**src/hw/rtl/vn_pkg.sv**
```systemverilog
// ----------------------------------------------------------------------------
// vn_pkg: shared types and constants for the vector normaliser
// Widths of the intermediate values, pipeline step counts and sideband type.
// ----------------------------------------------------------------------------
package vn_pkg;

    localparam int COMP_W     = 16;              // input and output component width
    localparam int SQ_W       = 32;              // a square, at most 2^30
    localparam int DEN_W      = 32;              // x*x + y*y, at most 2^31
    localparam int FRAC_SH    = 30;              // the numerator is a*a scaled by 2^30
    localparam int NUM_W      = 61;              // a*a*2^30, at most 2^60
    localparam int QUO_W      = 31;              // quotient, at most 2^30
    localparam int ROOT_W     = 32;              // root and radicand working width
    localparam int DIV_STEPS  = QUO_W;           // one quotient bit per stage
    localparam int SQRT_STEPS = 16;              // one root bit per stage
    localparam int FRONT_LAT  = 3;
    localparam int LATENCY    = FRONT_LAT + DIV_STEPS + SQRT_STEPS + 1;

    localparam logic [COMP_W-1:0] UNIT_MAX = 16'h7FFF;

    // Travels beside each component through the divider and root pipelines.
    typedef struct packed {
        logic neg;
        logic zero;
    } t_side;

endpackage

```
**src/hw/rtl/vn_front.sv**
```systemverilog
// ----------------------------------------------------------------------------
// vn_front: magnitude, squares and sum of squares
// Three stages: absolute values, squares, then x*x + y*y and numerators.
// ----------------------------------------------------------------------------
module vn_front (
    input  logic                        i_clk,
    input  logic                        i_rst_n,
    input  logic                        i_en,
    input  logic                        i_valid,
    input  logic signed [15:0]          i_vec_x,
    input  logic signed [15:0]          i_vec_y,
    output logic                        o_valid,
    output logic [vn_pkg::NUM_W-1:0]    o_num_x,
    output logic [vn_pkg::NUM_W-1:0]    o_num_y,
    output logic [vn_pkg::DEN_W-1:0]    o_den,
    output vn_pkg::t_side               o_side_x,
    output vn_pkg::t_side               o_side_y
);
    import vn_pkg::*;

    logic              r_v1, r_v2, r_v3;
    logic [COMP_W-1:0] r_ax, r_ay;
    logic              r_nx1, r_ny1, r_nx2, r_ny2;
    logic [SQ_W-1:0]   r_sqx, r_sqy;
    logic [NUM_W-1:0]  r_numx, r_numy;
    logic [DEN_W-1:0]  r_den;
    t_side             r_sx, r_sy;
    logic [COMP_W-1:0] n_ax, n_ay;
    logic [DEN_W-1:0]  n_den;

    // The negation of -32768 wraps to 0x8000, which read unsigned is 32768.
    assign n_ax  = i_vec_x[COMP_W-1] ? COMP_W'(-i_vec_x) : COMP_W'(i_vec_x);
    assign n_ay  = i_vec_y[COMP_W-1] ? COMP_W'(-i_vec_y) : COMP_W'(i_vec_y);
    assign n_den = r_sqx + r_sqy;

    always_ff @(posedge i_clk) begin
        if (!i_rst_n) begin
            r_v1 <= 1'b0;
            r_v2 <= 1'b0;
            r_v3 <= 1'b0;
        end else if (i_en) begin
            r_v1 <= i_valid;
            r_v2 <= r_v1;
            r_v3 <= r_v2;
        end
    end

    always_ff @(posedge i_clk) begin
        if (i_en) begin
            r_ax   <= n_ax;
            r_ay   <= n_ay;
            r_nx1  <= i_vec_x[COMP_W-1];
            r_ny1  <= i_vec_y[COMP_W-1];
            r_sqx  <= r_ax * r_ax;
            r_sqy  <= r_ay * r_ay;
            r_nx2  <= r_nx1;
            r_ny2  <= r_ny1;
            r_den  <= n_den;
            r_numx <= {r_sqx[NUM_W-FRAC_SH-1:0], {FRAC_SH{1'b0}}};
            r_numy <= {r_sqy[NUM_W-FRAC_SH-1:0], {FRAC_SH{1'b0}}};
            r_sx   <= '{neg: r_nx2, zero: (n_den == '0)};
            r_sy   <= '{neg: r_ny2, zero: (n_den == '0)};
        end
    end

    assign o_valid  = r_v3;
    assign o_num_x  = r_numx;
    assign o_num_y  = r_numy;
    assign o_den    = r_den;
    assign o_side_x = r_sx;
    assign o_side_y = r_sy;

endmodule

```
**config.mk**
```make
export PLATFORM = sky130hd
export DESIGN_NAME = vn_front
export DESIGN_NICKNAME = d
export VERILOG_FILES = /design/src/hw/rtl/vn_pkg.sv /design/src/hw/rtl/vn_front.sv
export SDC_FILE = /design/constraint.sdc
export NUM_CORES = 1
export LEC_CHECK = 0
export BUFFER_PORTS_ARGS = -buffer_cell sky130_fd_sc_hd__buf_2
export CORE_AREA = 2 2 205 257
export DETAILED_ROUTE_END_ITERATION = 16
export DIE_AREA = 0 0 207 259
export GPL_ROUTABILITY_DRIVEN = 1
export GPL_TIMING_DRIVEN = 0
export PLACE_DENSITY = 0.74
export SLEW_MARGIN = 15
export SYNTH_ARGS = -nofsm -noshare
export SYNTH_HDL_FRONTEND = slang
export SYNTH_SLANG_ARGS = --single-unit
```
**constraint.sdc**
```tcl
create_clock -name i_clk -period 9.4 [get_ports i_clk]
set_input_delay 1.88 -clock i_clk [delete_from_list [all_inputs] [get_ports i_clk]]
set_output_delay 1.88 -clock i_clk [all_outputs]
set_load 0.02 [all_outputs]
```
## Word-level counts from Yosys, hierarchy flattened

Cells that the tools add are included.

| operators by class | value |
|---|---|
| reductions and logical operators | 1 |
| add/sub/neg operators | 3 |
| multiply operators | 2 |
| multiplexer cells | 2 |

Operator list:

| cell | count |
|---|---|
| $mul A16 B16 Y32 | 2 |
| $add A32 B32 Y32 | 1 |
| $logic_not A32 Y1 | 1 |
| $neg A16 Y16 | 2 |
| $mux W15 | 2 |

| word-level totals | value |
|---|---|
| output and inout port bits | 159 |
| register bits | 200 |
| bits of input ports | 36 |
| word-level logic and storage cells | 27 |

## Depth between registers and ports, before layout

| logic depth | value |
|---|---|
| depth after elaboration | 2 |
| gate-level depth with buffers | 26 |
| depth with buffers taken out | 25 |

## Least setup slack after synthesis

Ideal clock, no wire load.

| path | value |
|---|---|
| kind | register to register |
| start point | register r_ax[14] |
| end point | register r_sqx[31], data pin |
| slack | 2.754 ns |
| clock period less this slack | 6.646 ns |
| cell stages (with the launch flop) | 24 |
| library setup time | 0.260 ns |
| path buffers | 2 |
| arrival | 6.386 ns |
| required time | 9.140 ns |
| cells stage by stage | edfxtp_1 -> clkbuf_1 -> clkbuf_1 -> nand2_1 -> fa_1 -> fa_1 -> inv_1 -> fa_1 -> fa_1 -> fa_1 -> inv_1 -> fa_1 -> inv_1 -> ha_1 -> a21o_1 -> a21oi_1 -> a21boi_0 -> a31oi_1 -> o41a_1 -> a41o_1 -> or4_1 -> a31o_1 -> a21oi_2 -> xnor2_1 |

| between the ends | value |
|---|---|
| word-level cells in the longest chain between the ends | 1 |

RTL lines:

| item | RTL line | source |
|---|---|---|
| start: declaration | vn_front.sv:22 | `logic [COMP_W-1:0] r_ax, r_ay;` |
| start signal: assignment | vn_front.sv:50 | `r_ax <= n_ax;` |
| $mul A16 B16 Y32 | vn_front.sv:54 | `r_sqx <= r_ax * r_ax;` |
| end signal: assignment | vn_front.sv:54 |  |
| end: declaration | vn_front.sv:24 | `logic [SQ_W-1:0] r_sqx, r_sqy;` |

Every way passes these cells.
A chain may end at the register's enable or synchronous reset.

## Final worst setup path

| path | value |
|---|---|
| start point | register r_ax[4] |
| end point | register r_sqx[31], data pin |

The elaborated chain is that of the path after synthesis.

==> results_dict.tcl <==
set metrics [dict create \
    cts_made_buffers 17 \
    cts-root-buf "clkbuf_16" \
    reg2reg_to "r_sqx[31]" \
    worst-setup-path-type "reg -> reg" \
    synth_area_leaders "fa_1 (28%), edfxtp_1 (25%), ha_1 (13%), inv_1 (8.4%), xnor2_1 (3.5%)" \
    worstPathCellList "clkbuf_1 > clkbuf_1 > nand2_1 > fa_1 > inv_1 > fa_1 > fa_1 > fa_1 > fa_1 > inv_1 > fa_1 > inv_1 > ha_1 > a21o_1 > a21oi_1 > a21boi_0 > a31oi_1 > o41a_1 > a41o_1 > or4_1 > a31o_1 > a21oi_2 > xnor2_1" \
    grt_pass1_wl_um 84600 \
    finalCritPeriodShare 0.824 \
    ff2ff_setup_slack_ns 1.65 \
    synth_top_area_frac 0.285 \
    synth-compound-area-share 0.0709 \
    grt_overflow 0 \
    placed_cell_area_mm2 0.0246 \
    crit_family "adder cells" \
    synth_xor_area_frac 0.0469 \
    num_io_pins 195 \
    ys.flop_type "edfxtp_1" \
    synth.avg_cell_area_um2 10.4 \
    ys_seq_area_frac 0.257 \
    muxShareOfSynthArea 0.00280 \
    gp_congestion 0.923 \
    fp.dieW_um 207 \
    fin_skew_ns 0.0145 \
    die_height_um 259 \
    vias 15766 \
    dr.pass1.iters 6 \
    tns_ns 0 \
    synth_edf_count 193 \
    clk_pin_slew_ns 0.08 \
    path_max_fanout 10 \
    initialDrtViolationCount 948 \
    wirelength_um 52400 \
    cp_data_arrival_time_ns 7.96 \
    ys_ff_latch 196 \
    layout_common_cells "inv_1 (512), fa_1 (324), ha_1 (234)" \
    r2r_cells 23 \
    final_common_cell "inv_1" \
    drv_slew 0 \
    synth.distinct_cells 69 \
    critPathMaxStageDelay_ns 0.56 \
    grt_setup_unrepaired "no" \
    async_reset_ff_frac 0 \
    io_buffers 132 \
    antenna_left 0 \
    synth_fa_ha_area_frac 0.413 \
    cts_sinks 196 \
    grt_usage 0.201 \
    min_from "r_ny1" \
    synth_top_family_by_area "adder cells" \
    start_util 0.445 \
    fmax_ghz 0.129 \
    drc 0 \
    cts.repair.resized 0 \
    cts_buffer_depth 2 \
    synthSimpleGateAreaFrac 0.0963 \
    relSlewSlack 0.213 \
    die_area_mm2 0.0536 \
    via_per_inst 5.10 \
    cts_hold_buffers 0 \
    cp.required_ns 9.61 \
    diodes 0 \
    syn-cell-area_mm2 0.0228 \
    first_global_vias 16685 \
    ys_warn_count 0 \
    tightest_slew_ns 1.18 \
    clk_latency_ns 0.47 \
    r2r_start "r_ax[4]" \
    fin_crit_ns 7.75 \
    min_path_type "reg -> reg" \
    hold_violations 0 \
    cp_common_cell "fa_1" \
    postLayoutCellArea_mm2 0.0252 \
    drive_gt1_frac 0.105 \
    end_kind "flip-flop" \
    cp-start-kind "flip-flop" \
    final_core_util 0.492 \
    path_buf_inv 5 \
    drv_cap 0 \
    cts_tree "built" \
    hold_path_depth 0 \
    cp_num_cells 23 \
    num_rows 93 \
    setup_viol 0 \
    grt_max_degree 111 \
    slowest_stage "fa_1" \
    core-area_mm2 0.0512 \
    min_to "r_ny2" \
    hpwl_um 43200 \
    routedWlPerCell_um 16.9 \
    outcome "finished clean" \
    cts_setup_buffers 0 \
    yosysTopAreaCell "fa_1" \
    final_net_count 3009 \
    syn2layout_area_growth_pct 10.5 \
    synthCells 2202 \
    h-tree-depth 4 \
    antenna_found_initial 2 \
]
through the flow:
stage / setup slack [ns] / cells / hold WS (ns)
after detailed placement: 1.70 / 3061 / 0.405
after global routing: 1.25 / 3093 / 0.443
after global placement: 1.83 / 3060 / 0.401
final: 1.65 / 3093 / 0.431
after CTS: 1.69 / 3093 / 0.425
after floorplan: 2.75 / 2263 / 0.400
area by class of cell:
cell class / count / area (um^2)
clock inverters: 12 / 163
repair buffers: 133 / 698
fillers: 4637 / 26000
multi-input cells: 1443 / 14600
plain buffers: 112 / 661
clock buffers: 20 / 467
inverters: 512 / 1920
well taps: 665 / 832
flip-flops and latches: 196 / 5860
synth_stat cells, types with 7 or more instances:
cell type  number
buf_4          63
and3_1          8
nand4_1         8
o21ai_0        54
nand2b_1       12
o21bai_1       10
a31o_2          7
nor3_1         14
nor2_1         69
xor2_1         31
o21a_1         10
and2_1         85
ha_1          234
clkbuf_1       46
nand3_1        15
nor2b_1        13
a211oi_1        8
inv_1         512
xnor2_1        91
a21o_1         27
a21oi_1        67
edfxtp_1      193
or3_1           9
fa_1          324
nand2_1       191
o31ai_1         7
state kept, by name, indices dropped and copies added (netlist names), 2 cells and up:
register / count
o_num_x: 30
o_side_y: 2
o_num_y: 30
r_ay: 16
r_sqy: 31
r_sqx: 31
o_den: 32
r_ax: 16
routing by layer:
layer,GRT usage,up-vias,routed length (um)
met2,0.356,525,26900
met4,0.0948,0,2290
met1,0.242,7850,20100
met5,0,-,0
met3,0.0269,116,3030
li1,-,7275,-
how the worst max path moves through the flow:
stage	end	slack (ns)	startpoint
2_1_floorplan	r_sqx[31]	2.75	r_ax[14]
6_report	r_sqx[31]	1.65	r_ax[4]
3_3_place_gp	r_sqx[31]	1.83	r_ax[4]
5_1_grt	r_sqx[31]	1.25	r_ax[4]
4_1_cts	r_sqx[31]	1.69	r_ax[4]
3_5_place_dp	r_sqx[31]	1.70	r_ax[4]
worst reg2reg max path, delay by kind of cell, from the launching register on:
kind	cells	cell delay (ns)
simple gates	2	0.58
xor+xnor	1	0.09
buf+inv	5	1.17
fa+ha+maj	7	3.36
flops	1	0.44
compound gates	8	1.84
kinds of logic after synthesis:
logic type | after synthesis
flip-flops | 196
AO/OA/AOI/OAI | 242
multiplexers | 6
other | 1
buffers and inverters | 624
AND/OR/NAND/NOR | 453
adder cells (fa/ha/maj) | 558
XOR/XNOR | 122
Power is not shown: default switching activity piles up to over one toggle a cycle in this logic, so the estimate is an artifact.
