[config.mk]
export PLATFORM = sky130hd
export DESIGN_NAME = vn_sqrt
export DESIGN_NICKNAME = d
export VERILOG_FILES = /design/src/hw/rtl/vn_pkg.sv /design/src/hw/rtl/vn_sqrt.sv
export SDC_FILE = /design/constraint.sdc
export NUM_CORES = 1
export LEC_CHECK = 0
export BUFFER_PORTS_ARGS = -buffer_cell sky130_fd_sc_hd__buf_2
export CORE_MARGIN = 4
export CORE_UTILIZATION = 40
export DETAILED_ROUTE_END_ITERATION = 8
export GPL_TIMING_DRIVEN = 0
export SYNTH_ARGS = -nofsm -noshare
export SYNTH_HDL_FRONTEND = slang
export SYNTH_SLANG_ARGS = --single-unit
[constraint.sdc]
create_clock -name i_clk -period 3.2 [get_ports i_clk]
set_input_delay 0.8 -clock i_clk [delete_from_list [all_inputs] [get_ports i_clk]]
set_output_delay 0.8 -clock i_clk [all_outputs]
set_load 0.005 [all_outputs]
[src/hw/rtl/vn_pkg.sv]
// ----------------------------------------------------------------------------
// vn_pkg: shared types and constants for the vector normaliser
// Widths of the intermediate values, pipeline step counts and sideband type.
// ----------------------------------------------------------------------------
package vn_pkg;

    localparam int COMP_W     = 16;              // input and output component width
    localparam int SQ_W       = 32;              // a square, at most 2^30
    localparam int DEN_W      = 32;              // x*x + y*y, at most 2^31
    localparam int FRAC_SH    = 30;              // the numerator is a*a scaled by 2^30
    localparam int NUM_W      = 61;              // a*a*2^30, at most 2^60
    localparam int QUO_W      = 31;              // quotient, at most 2^30
    localparam int ROOT_W     = 32;              // root and radicand working width
    localparam int DIV_STEPS  = QUO_W;           // one quotient bit per stage
    localparam int SQRT_STEPS = 16;              // one root bit per stage
    localparam int FRONT_LAT  = 3;
    localparam int LATENCY    = FRONT_LAT + DIV_STEPS + SQRT_STEPS + 1;

    localparam logic [COMP_W-1:0] UNIT_MAX = 16'h7FFF;

    // Travels beside each component through the divider and root pipelines.
    typedef struct packed {
        logic neg;
        logic zero;
    } t_side;

endpackage

[src/hw/rtl/vn_sqrt.sv]
// ----------------------------------------------------------------------------
// vn_sqrt: pipelined integer square root
// Bit-serial floor root, one result bit per stage, over 16 stages.
// ----------------------------------------------------------------------------
module vn_sqrt (
    input  logic                        i_clk,
    input  logic                        i_rst_n,
    input  logic                        i_en,
    input  logic                        i_valid,
    input  logic [vn_pkg::QUO_W-1:0]    i_rad,
    input  vn_pkg::t_side               i_side,
    output logic                        o_valid,
    output logic [vn_pkg::ROOT_W-1:0]   o_root,
    output vn_pkg::t_side               o_side
);
    import vn_pkg::*;

    logic              w_v    [0:SQRT_STEPS];
    logic [ROOT_W-1:0] w_root [0:SQRT_STEPS];
    t_side             w_side [0:SQRT_STEPS];
    logic [ROOT_W-1:0] w_rad  [0:SQRT_STEPS-1];

    assign w_v[0]    = i_valid;
    assign w_root[0] = '0;
    assign w_side[0] = i_side;
    assign w_rad[0]  = ROOT_W'(i_rad);

    for (genvar k = 0; k < SQRT_STEPS; k++) begin : g_step
        localparam logic [ROOT_W-1:0] BIT = ROOT_W'(1) << (2 * (SQRT_STEPS - 1 - k));
        logic [ROOT_W-1:0] w_trial;
        logic              w_ge;
        logic              r_v;
        logic [ROOT_W-1:0] r_root;
        t_side             r_side;

        assign w_trial = w_root[k] + BIT;
        assign w_ge    = (w_rad[k] >= w_trial);

        always_ff @(posedge i_clk) begin
            if (!i_rst_n) begin
                r_v <= 1'b0;
            end else if (i_en) begin
                r_v <= w_v[k];
            end
        end

        always_ff @(posedge i_clk) begin
            if (i_en) begin
                r_root <= w_ge ? ((w_root[k] >> 1) + BIT) : (w_root[k] >> 1);
                r_side <= w_side[k];
            end
        end

        assign w_v[k+1]    = r_v;
        assign w_root[k+1] = r_root;
        assign w_side[k+1] = r_side;

        if (k < SQRT_STEPS - 1) begin : g_carry
            logic [ROOT_W-1:0] r_rad;

            always_ff @(posedge i_clk) begin
                if (i_en) begin
                    r_rad <= w_ge ? (w_rad[k] - w_trial) : w_rad[k];
                end
            end

            assign w_rad[k+1] = r_rad;
        end
    end

    assign o_valid = w_v[SQRT_STEPS];
    assign o_root  = w_root[SQRT_STEPS];
    assign o_side  = w_side[SQRT_STEPS];

endmodule

* Yosys cells after proc, flatten, opt, wreduce, memory -nomap -nowiden
Index checks and enable logic that the tools add are counted.
Storage, ports and cells: register bits after elaboration 1040, logic and storage cells 187
Cells by class: multiplexer cells 31, magnitude comparators 16, add/sub/neg operators 45
Operators by type and width (count):
- $mux W31 | 17
- $ge A32 B32 Y1 | 15
- $mux W32 | 14
- $sub A32 B32 Y32 | 14
- $add A31 B1 Y32 const B | 1
- $add A31 B11 Y32 const B | 1
- $add A31 B13 Y32 const B | 1
- $add A31 B15 Y32 const B | 1
- $add A31 B17 Y32 const B | 1
- $add A31 B19 Y32 const B | 1
- $add A31 B21 Y32 const B | 1
- $add A31 B23 Y32 const B | 1
- $add A31 B25 Y32 const B | 1
- $add A31 B27 Y32 const B | 1
- $add A31 B29 Y32 const B | 1
- $add A31 B3 Y32 const B | 1
- $add A31 B5 Y32 const B | 1
- $add A31 B7 Y32 const B | 1
- $add A31 B9 Y32 const B | 1
- $add A32 B1 Y32 const B | 1
- $add A32 B11 Y32 const B | 1
- $add A32 B13 Y32 const B | 1
- $add A32 B15 Y32 const B | 1
- $add A32 B17 Y32 const B | 1
- 12 further kinds | 12

* Longest topological paths before layout
Gate-level depths: netlist of the first run.
depth in word-level cells 3, mapped depth 12, mapped depth without buffers 10

* Worst setup path after synthesis of the first run
Ideal clock, no wire load.
path kind register -> register, from reg g_step[11].g_carry.r_rad[19], to reg g_step[12].g_carry.r_rad[10], data pin, cell stages (with the launch flop) 10, slack 0.336 ns, buffers on the path 2, setup time 0.261 ns, data arrival time 2.604 ns, cell sequence edfxtp_1 > ha_1 > a2111o_1 > or3_1 > or3_1 > a211o_1 > nor2b_1 > buf_4 > buf_4 > o21ai_0
On the way: longest elaborated chain between the ends 2
Ends and longest elaborated chain:
- start: declaration | RTL line vn_sqrt.sv:59 | logic [ROOT_W-1:0] r_rad;
- start signal: assignment | RTL line vn_sqrt.sv:63 | r_rad <= w_ge ? (w_rad[k] - w_trial) : w_rad[k];
- $ge A32 B32 Y1 | RTL line vn_sqrt.sv:37 | assign w_ge = (w_rad[k] >= w_trial);
- $mux W32 | RTL line vn_sqrt.sv:63
- end signal: assignment | RTL line vn_sqrt.sv:63
- end: declaration | RTL line vn_sqrt.sv:59
Every way passes these cells. A chain may end at the register's enable or synchronous reset.

* Worst setup path after layout of the first run
from reg g_step[9].g_carry.r_rad[12], to reg g_step[10].g_carry.r_rad[29], data pin
On the way: longest elaborated chain between the ends 2
Ends and longest elaborated chain (RTL line):
- start: declaration | vn_sqrt.sv:59
- start signal: assignment | vn_sqrt.sv:63
- $sub A32 B32 Y32 / $ge A32 B32 Y1 (equally long branches) | vn_sqrt.sv:63, vn_sqrt.sv:37
- $mux W32 (*) | vn_sqrt.sv:63
- end signal: assignment | vn_sqrt.sv:63
- end: declaration | vn_sqrt.sv:59
Every way passes the cells marked *; elsewhere a longest branch is shown, timed or not.

==> results by group, run 1 <==
Pwr
  • Reg power frac: 49.5%
  • Total power per unit cell area: 661 nW/µm²
  • Static leakage: 13.1 nW
  • Internal power consumption: 0.0171 W
  • Switch Pwr: 0.00618 W
  • Clock network fraction of total power: 35.4%
  • Combinational share of power: 15.1%
  • Switching part of the total: 26.6%
  • Maximum ir drop on the vdd rail: 505 µV

Clock tree
  • Clock latency on the worst-skew pair: 0.63 ns
  • Clock root buffer: sky130_fd_sc_hd__clkbuf_16
  • Clock buffers created by TritonCTS: 75
  • Clock tree from TritonCTS: done
  • Clock sink count: 664
  • Htree depth: 3
  • Clk pin slew, worst setup/hold paths: 0.06 ns
  • Buffer levels on the longest clock path: 3
  • Hold-fix buffer count after cts: 0

Setup path
  • Element type at the critical path end: flop
  • Category of the critical setup timing path: reg -> reg
  • Maximum fanout along the worst path: 6
  • Reg-to-reg setup timing slack: 0.12 ns
  • Arrival @ worst endpoint: 3.56 ns
  • Required time at the endpoint of the critical path: 3.68 ns
  • Critical Path Start Type: flop

Timing
  • Final critical delay including setup and external delays: 3.08 ns
  • Total count of max-transition violations in the final report: 0
  • Maximum clock frequency: 0.324 GHz
  • Setup tns final: 0 ns
  • Worst slew slack as a fraction of its limit: 45.9%
  • Count of final setup violators: 0
  • Actual slew at the worst max-slew pin: 0.812 ns
  • Final cycle utilization of the critical path: 96.3%
  • Post-layout worst setup margin: 0.117 ns
  • Final Skew: 0.0338 ns
  • Count of endpoints failing hold in the final timing report: 0
  • Final hold slack: 0.335 ns

Synth
  • Average cell area after synthesis: 13.1 µm²
  • Post-synth EDFFs: 648
  • Top cell type's share of synthesized area: 63.3%
  • Cells after Synth: 2356
  • Largest area contributor in the synthesized netlist: sky130_fd_sc_hd__edfxtp_1
  • Count of synthesis-stage warnings from yosys: 0
  • Largest cells by area after synthesis: sky130_fd_sc_hd__edfxtp_1, sky130_fd_sc_hd__ha_1, sky130_fd_sc_hd__xnor2_1, sky130_fd_sc_hd__xor2_1, sky130_fd_sc_hd__inv_1
  • Post-synthesis sequential element count: 664
  • Netlist area before placement: 30700 µm²
  • Prevailing post-synth register cell: sky130_fd_sc_hd__edfxtp_1
  • Proportion of register bits with asynchronous set or reset after synthesis: 0%
  • Share of the yosys chip area belonging to registers: 64.3%
  • Number of unique standard cell types used by synthesis: 78

Placed design
  • Count of port buffers added during placement: 54
  • Weighted congestion at the end of routability-driven global placement: 0.880
  • Detailed Place HPWL: 46.2 mm
  • Worst slack, placed: -0.310 ns

GRT
  • Total routing usage reported by global routing: 15.3%
  • Global-route wire length before repair: 100 mm
  • Pin count of the biggest net entering global routing: 135
  • Total congestion overflow: 0
  • Number of global-route vias before repair: 18.9k
  • Number of antenna violations at the first check in global routing: 0

Floorplanning
  • Floorplan die area: 81400 µm²
  • Area of the core: 76100 µm²
  • # rows: 101
  • Y dimension of the die: 285 µm
  • Number of top-level pins: 72
  • Width of the chip: 285 µm
  • Starting Density: 40.4%

Detailed routing
  • WL final: 62.5 mm
  • Router iterations before antenna repair: 5
  • DRC Markers: 0
  • DR vias: 18.6k
  • Initial DRC Count: 947
  • Final antenna-violating net count: 0
  • Post-DR vias/cell: 5.14
  • Per-cell routed wire length: 17.3 µm

Run
  • Max-cap violation count: 0

Cells and area
  • Most frequent cells in the layout: sky130_fd_sc_hd__edfxtp_1, sky130_fd_sc_hd__inv_1, sky130_fd_sc_hd__ha_1, sky130_fd_sc_hd__nor2_1
  • Fillcell total: 6769
  • Leading cell type in the layout, fill and taps excluded: sky130_fd_sc_hd__edfxtp_1
  • Syn-to-layout area delta: 14.4%
  • Antenna diodes: 0
  • Net count of the finished layout: 2703
  • Fraction of layout instances using a drive strength above 1: 10.3%

Status
  • Status: finished clean

Worst hold path
  • Path class of the lowest-slack min-delay path: in -> reg
==> stage by stage <==
| step | util, % | std cells | total power [W] | cell area, µm² |
|---|---|---|---|---|
| 2_1_floorplan | - | 2373 | 0.0140 | 30800 |
| 3_3_place_gp | 42.6 | 3457 | 0.0152 | 32400 |
| 3_5_place_dp | 42.7 | 3462 | 0.0151 | 32500 |
| 4_1_cts | 46.0 | 3600 | 0.0235 | 35000 |
| 5_1_grt | 46.2 | 3606 | 0.0245 | 35200 |
| 6_report | 46.2 | 3606 | 0.0233 | 35200 |
==> per-layer routing <==
layer / vias to the layer above / global-route usage (%) / part of all wire (%)
met5: - / 0 / 0
met4: 0 / 5.34 / 3.2
met3: 127 / 2.71 / 3.4
met2: 356 / 30.0 / 55
met1: 8958 / 16.4 / 38
li1: 9111 / - / -
==> cell type report <==
type                    instances  area [µm²]  area share (%)
flip-flops and latches        664       19800            56.2
multi-input cells            1465       10200            29.0
clock buffers                  89        1930            5.48
well taps                    1030        1290            3.66
inverters                     183         691            1.96
repair buffers                 70         498            1.42
clock inverters                46         465            1.32
plain buffers                  59         329           0.935
==> cell usage after synthesis, types with 19 or more instances <==
cell type	n
sky130_fd_sc_hd__edfxtp_1	648
sky130_fd_sc_hd__inv_1	181
sky130_fd_sc_hd__ha_1	148
sky130_fd_sc_hd__nor2_1	137
sky130_fd_sc_hd__a21oi_1	134
sky130_fd_sc_hd__nand2_1	131
sky130_fd_sc_hd__o21ai_0	110
sky130_fd_sc_hd__xnor2_1	103
sky130_fd_sc_hd__xor2_1	89
sky130_fd_sc_hd__nor4_1	68
sky130_fd_sc_hd__nor3_1	56
sky130_fd_sc_hd__nand4_1	45
sky130_fd_sc_hd__nor2b_1	42
sky130_fd_sc_hd__nand3_1	37
sky130_fd_sc_hd__clkbuf_1	35
sky130_fd_sc_hd__a21o_1	31
sky130_fd_sc_hd__o21a_1	28
sky130_fd_sc_hd__or3_1	28
sky130_fd_sc_hd__mux2i_1	23
sky130_fd_sc_hd__nand2b_1	23
sky130_fd_sc_hd__o31ai_1	21
sky130_fd_sc_hd__buf_4	19
==> path summary, 6_finish.rpt <==
path                               start                            to  cells after the start
max reg2reg  g_step[9].g_carry.r_rad[12]  g_step[10].g_carry.r_rad[29]                      8
max          g_step[9].g_carry.r_rad[12]  g_step[10].g_carry.r_rad[29]                      8
min reg2reg         g_step[14].r_side[1]                     o_side[1]                      0
min                            i_rad[10]   g_step[0].g_carry.r_rad[10]                      1
==> worst max-delay path, stage by stage, from the launching register on <==
cell and delay, ns:
sky130_fd_sc_hd__edfxtp_1 0.43, sky130_fd_sc_hd__ha_4 0.34, sky130_fd_sc_hd__or4b_1 0.50, sky130_fd_sc_hd__or4_1 0.43, sky130_fd_sc_hd__o31a_1 0.24, sky130_fd_sc_hd__o211a_2 0.18, sky130_fd_sc_hd__a211o_4 0.31, sky130_fd_sc_hd__or4_1 0.40
sky130_fd_sc_hd__nand2_1 0.11
==> repair_timing <==
item                       4_1_cts  5_1_grt
buffers inserted                 3        7
gates resized for setup         15       34
setup endpoints to repair       71      106
pin swaps                        1        2
gates cloned                     0        1
hold endpoints to repair         0        0
==> cell families after synthesis <==
group	share of synthesized area [%]
AOI/OAI and AO/OA	8.14
xor gates and xnor gates	5.47
adders and majority gates	6.02
buffers and inverters	3.25
DFF	64.3
muxes	1.30
other	0.0122
and+or+nand+nor	11.5
==> power groups by stage <==
stage / Clock [W] / Combinational [W] / Sequential (W)
after global placement: 0 / 0.00335 / 0.0118
after detailed placement: 0 / 0.00344 / 0.0117
after global routing: 0.00890 / 0.00394 / 0.0116
after CTS: 0.00852 / 0.00348 / 0.0115
after floorplan: 0 / 0.00255 / 0.0114
final: 0.00825 / 0.00351 / 0.0115
==> sequential cells by signal, indices dropped and copies added (netlist names) <==
name                  flops
g_step.r_v               15
o_valid                   1
g_step.r_side            30
o_side                    2
o_root                   16
g_step.g_carry.r_rad    480
g_step.r_root           120
Note: power is estimated with default switching activity, not from simulation.
==> run 2: changes to the inputs <==
--- a/config.mk
+++ b/config.mk
@@ -5,6 +5,7 @@
 export SDC_FILE = /design/constraint.sdc
 export NUM_CORES = 1
 export LEC_CHECK = 0
+export ABC_AREA = 1
 export BUFFER_PORTS_ARGS = -buffer_cell sky130_fd_sc_hd__buf_2
 export CORE_MARGIN = 4
 export CORE_UTILIZATION = 40
==> run 2 against run 1 <==
Sequential power about the same. Synthesized cell count up 59%. Global-route usage up 2.6 points. Clock power up 6.4%. Via count up 34%. Power up 8.1%. Clock skew up 0.032 ns. Utilization down 0.48 points. Hold slack worse by 0.022 ns. Non-clock buffer count down 25. Die area up 13%. Critical path type unchanged. Critical endpoint is now g_step[9].g_carry.r_rad[22]. Largest cell class unchanged.
==> results by group, run 2 <==
Status
  • Status: finished clean (unchanged)

Detailed routing
  • Post-DR vias/cell: 4.86 (was 5.14)
  • DR vias: 24.8k (was 18.6k)
  • DRC Markers: 0 (unchanged)
  • Router iterations before antenna repair: 6 (was 5)
  • Initial DRC Count: 1845 (was 947)
  • Per-cell routed wire length: 15.9 µm (was 17.3 µm)
  • WL final: 81.2 mm (was 62.5 mm)
  • Final antenna-violating net count: 0 (unchanged)

Cells and area
  • Fraction of layout instances using a drive strength above 1: 6.51% (was 10.3%)
  • Net count of the finished layout: 4090 (was 2703)
  • Biggest regs: g_step.g_carry.r_rad x480, g_step.r_root x120, g_step.r_side x30 (unchanged)
  • Top register by number of flip-flops: g_step.g_carry.r_rad (unchanged)
  • Number of flip-flops under the largest register name: 480 (unchanged)
  • Antenna diodes: 0 (unchanged)
  • Most frequent cells in the layout: sky130_fd_sc_hd__nand2_1, sky130_fd_sc_hd__edfxtp_1, sky130_fd_sc_hd__inv_1, sky130_fd_sc_hd__nor2_1, sky130_fd_sc_hd__nand3_1 (was sky130_fd_sc_hd__edfxtp_1, sky130_fd_sc_hd__inv_1, sky130_fd_sc_hd__ha_1, sky130_fd_sc_hd__nor2_1)
  • Leading cell type in the layout, fill and taps excluded: sky130_fd_sc_hd__nand2_1 (was sky130_fd_sc_hd__edfxtp_1)
  • Syn-to-layout area delta: 12.9% (was 14.4%)
  • Cell area after layout: 39200 µm² (was 35200 µm²)
  • Final non-filler cell total: 5106 (was 3606)

Floorplanning
  • Width of the chip: 303 µm (was 285 µm)
  • Y dimension of the die: 303 µm (was 285 µm)
  • Area of the core: 85700 µm² (was 76100 µm²)
  • # rows: 107 (was 101)
  • Number of top-level pins: 72 (unchanged)
  • Floorplan die area: 91600 µm² (was 81400 µm²)
  • Starting Density: 40.5% (was 40.4%)

Pwr
  • Static leakage: 16.7 nW (was 13.1 nW)
  • Reg power frac: 45.7% (was 49.5%)
  • Combinational share of power: 19.4% (was 15.1%)
  • Total power per unit cell area: 642 nW/µm² (was 661 nW/µm²)
  • Internal power consumption: 0.0177 W (was 0.0171 W)
  • Switching part of the total: 29.8% (was 26.6%)
  • Clock network fraction of total power: 34.9% (was 35.4%)
  • Switch Pwr: 0.00750 W (was 0.00618 W)
  • Maximum ir drop on the vdd rail: 425 µV (was 505 µV)

Clock tree
  • Buffer levels on the longest clock path: 3 (unchanged)
  • Clk pin slew, worst setup/hold paths: 0.06 ns (about the same)
  • Clock buffers created by TritonCTS: 76 (was 75)
  • Htree depth: 3 (unchanged)
  • Clock latency on the worst-skew pair: 0.65 ns (was 0.63 ns)
  • Clock tree from TritonCTS: done (unchanged)
  • Hold-fix buffer count after cts: 0 (unchanged)
  • Number of buffers inserted to repair setup after CTS: 0 (was 3)
  • PostCTS Resize Cnt: 0 (was 15)
  • Clock sink count: 664 (unchanged)
  • Clock root buffer: sky130_fd_sc_hd__clkbuf_16 (unchanged)

GRT
  • Number of global-route vias before repair: 24.0k (was 18.9k)
  • Number of antenna violations at the first check in global routing: 0 (unchanged)
  • Pin count of the biggest net entering global routing: 136 (was 135)
  • Total routing usage reported by global routing: 17.9% (was 15.3%)
  • Global-route wire length before repair: 129 mm (was 100 mm)
  • Total congestion overflow: 0 (unchanged)

Timing
  • Post-layout worst setup margin: 0.476 ns (was 0.117 ns)
  • Actual slew at the worst max-slew pin: 0.768 ns (was 0.812 ns)
  • Final Skew: 0.0659 ns (was 0.0338 ns)
  • Maximum clock frequency: 0.367 GHz (was 0.324 GHz)
  • Final hold slack: 0.313 ns (was 0.335 ns)
  • Total count of max-transition violations in the final report: 0 (unchanged)
  • Final cycle utilization of the critical path: 85.1% (was 96.3%)
  • Count of endpoints failing hold in the final timing report: 0 (unchanged)
  • Count of final setup violators: 0 (unchanged)
  • Worst slew slack as a fraction of its limit: 48.3% (was 45.9%)
  • Setup repair after global routing missed its margin: false
  • Setup tns final: 0 ns (unchanged)
  • Final critical delay including setup and external delays: 2.72 ns (was 3.08 ns)

Worst hold path
  • Cell depth of the worst min-delay path: 1 (unchanged)
  • Path class of the lowest-slack min-delay path: in -> reg (unchanged)

Placed design
  • Placement Cell Area: 36700 µm² (was 32500 µm²)
  • Weighted congestion at the end of routability-driven global placement: 0.926 (was 0.880)
  • Worst slack, placed: -0.101 ns (was -0.310 ns)
  • Placed cell count: 4971 (was 3462)
  • Count of port buffers added during placement: 54 (unchanged)
  • Detailed Place HPWL: 62.6 mm (was 46.2 mm)

Setup path
  • Cell at the slowest stage of the critical path: sky130_fd_sc_hd__ha_1 (was sky130_fd_sc_hd__or4b_1)
  • Element type at the critical path end: flop (unchanged)
  • Cell repeated most along the worst path: sky130_fd_sc_hd__nand2_1 (was sky130_fd_sc_hd__or4_1)
  • Arrival @ worst endpoint: 3.09 ns (was 3.56 ns)
  • Critical path, cell by cell: ha_1, nand3b_1, nor2_1, nand3_1, nand2_1, inv_1, nand2_2, inv_2, buf_4, nand2_1, nand2_1 (was ha_4, or4b_1, or4_1, o31a_1, o211a_2, a211o_4, or4_1, nand2_1)
  • Required time at the endpoint of the critical path: 3.57 ns (was 3.68 ns)
  • Category of the critical setup timing path: reg -> reg (unchanged)
  • Critical Path Start Type: flop (unchanged)
  • Largest stage delay on the critical path: 0.55 ns (was 0.50 ns)
  • Maximum fanout along the worst path: 10 (was 6)
  • Worst Reg2Reg Path Length in Cells: 11 (was 8)

Synth
  • Proportion of register bits with asynchronous set or reset after synthesis: 0% (unchanged)
  • Number of unique standard cell types used by synthesis: 49 (was 78)
  • Largest area contributor in the synthesized netlist: sky130_fd_sc_hd__edfxtp_1 (unchanged)
  • Share of the yosys chip area belonging to registers: 56.9% (was 64.3%)
  • Post-synth EDFFs: 648 (unchanged)
  • Average cell area after synthesis: 9.26 µm² (was 13.1 µm²)
  • Prevailing post-synth register cell: sky130_fd_sc_hd__edfxtp_1 (unchanged)
  • Post-synthesis sequential element count: 664 (unchanged)
  • Most instantiated library cell after synthesis: sky130_fd_sc_hd__nand2_1 (was sky130_fd_sc_hd__edfxtp_1)
  • Top cell type's share of synthesized area: 56.0% (was 63.3%)
  • Commonest cells post-synth: sky130_fd_sc_hd__nand2_1, sky130_fd_sc_hd__edfxtp_1, sky130_fd_sc_hd__inv_1 (was sky130_fd_sc_hd__edfxtp_1, sky130_fd_sc_hd__inv_1, sky130_fd_sc_hd__ha_1)
  • Largest cells by area after synthesis: sky130_fd_sc_hd__edfxtp_1, sky130_fd_sc_hd__nand2_1, sky130_fd_sc_hd__inv_1, sky130_fd_sc_hd__ha_1, sky130_fd_sc_hd__nor2_1 (was sky130_fd_sc_hd__edfxtp_1, sky130_fd_sc_hd__ha_1, sky130_fd_sc_hd__xnor2_1, sky130_fd_sc_hd__xor2_1, sky130_fd_sc_hd__inv_1)
  • Netlist area before placement: 34700 µm² (was 30700 µm²)
  • Count of synthesis-stage warnings from yosys: 0 (unchanged)
  • Cells after Synth: 3751 (was 2356)

Run
  • Max-cap violation count: 0 (unchanged)
[run 2: worst max-delay path, delay by kind of cell (launching register included)]
family / cells / cell delay, ns
flops: 1 / 0.40
simple gates: 7 / 1.15
buf+inv: 3 / 0.34
fa+ha+maj: 1 / 0.55
[run 2: power groups by stage]
stage                     Combinational, W  Clock, W  Sequential, W
after CTS                          0.00489   0.00905         0.0115
after detailed placement           0.00486         0         0.0117
after global placement             0.00482         0         0.0119
after floorplan                    0.00359         0         0.0114
after global routing               0.00560   0.00944         0.0116
final                              0.00488   0.00878         0.0115
[run 2: area by class of cell]
| class | count | area [µm²] |
|---|---|---|
| Buffer | 45 | 318 |
| Clock buffer | 96 | 2000 |
| Clock inverter | 39 | 564 |
| Fill cell | 8222 | 46500 |
| Inverter | 562 | 2110 |
| Multi-Input combinational cell | 2497 | 12600 |
| Sequential cell | 664 | 19800 |
| Tap cell | 1144 | 1430 |
| Timing Repair Buffer | 59 | 418 |
[run 2: final timing paths]
path,from,end,slack (ns)
max,g_step[8].g_carry.r_rad[15],g_step[9].g_carry.r_rad[22],0.48
min,i_rad[30],g_step[0].r_root[30],0.31
max reg2reg,g_step[8].g_carry.r_rad[15],g_step[9].g_carry.r_rad[22],0.48
min reg2reg,g_step[8].r_side[0],g_step[9].r_side[0],0.38
[run 2: layer usage]
metal / routed length (µm) / vias up / track usage, %
met4: 2340 / 0 / 5.10
met1: 35700 / 11500 / 23.0
met5: 0 / - / 0
li1: - / 12700 / -
met3: 2810 / 140 / 2.32
met2: 40300 / 452 / 31.7
[run 2: cell families (layout without fill, tap and decap cells)]
logic type | Yosys count | in the layout | synth area share [%]
AOI/OAI and AO/OA | 339 | 339 | 5.23
xor gates and xnor gates | 108 | 108 | 2.72
adders and majority gates | 148 | 148 | 5.33
buffers and inverters | 607 | 801 | 6.99
DFF | 664 | 664 | 56.9
other | 1 | 18 | 0.0108
and+or+nand+nor | 1884 | 1884 | 22.8
[run 2: stage by stage]
stage / power, W / utilization (%)
floorplan: 0.0149 / -
global placement: 0.0167 / 42.6
detailed placement: 0.0166 / 42.8
CTS: 0.0255 / 45.8
global route: 0.0267 / 45.8
finish: 0.0252 / 45.8
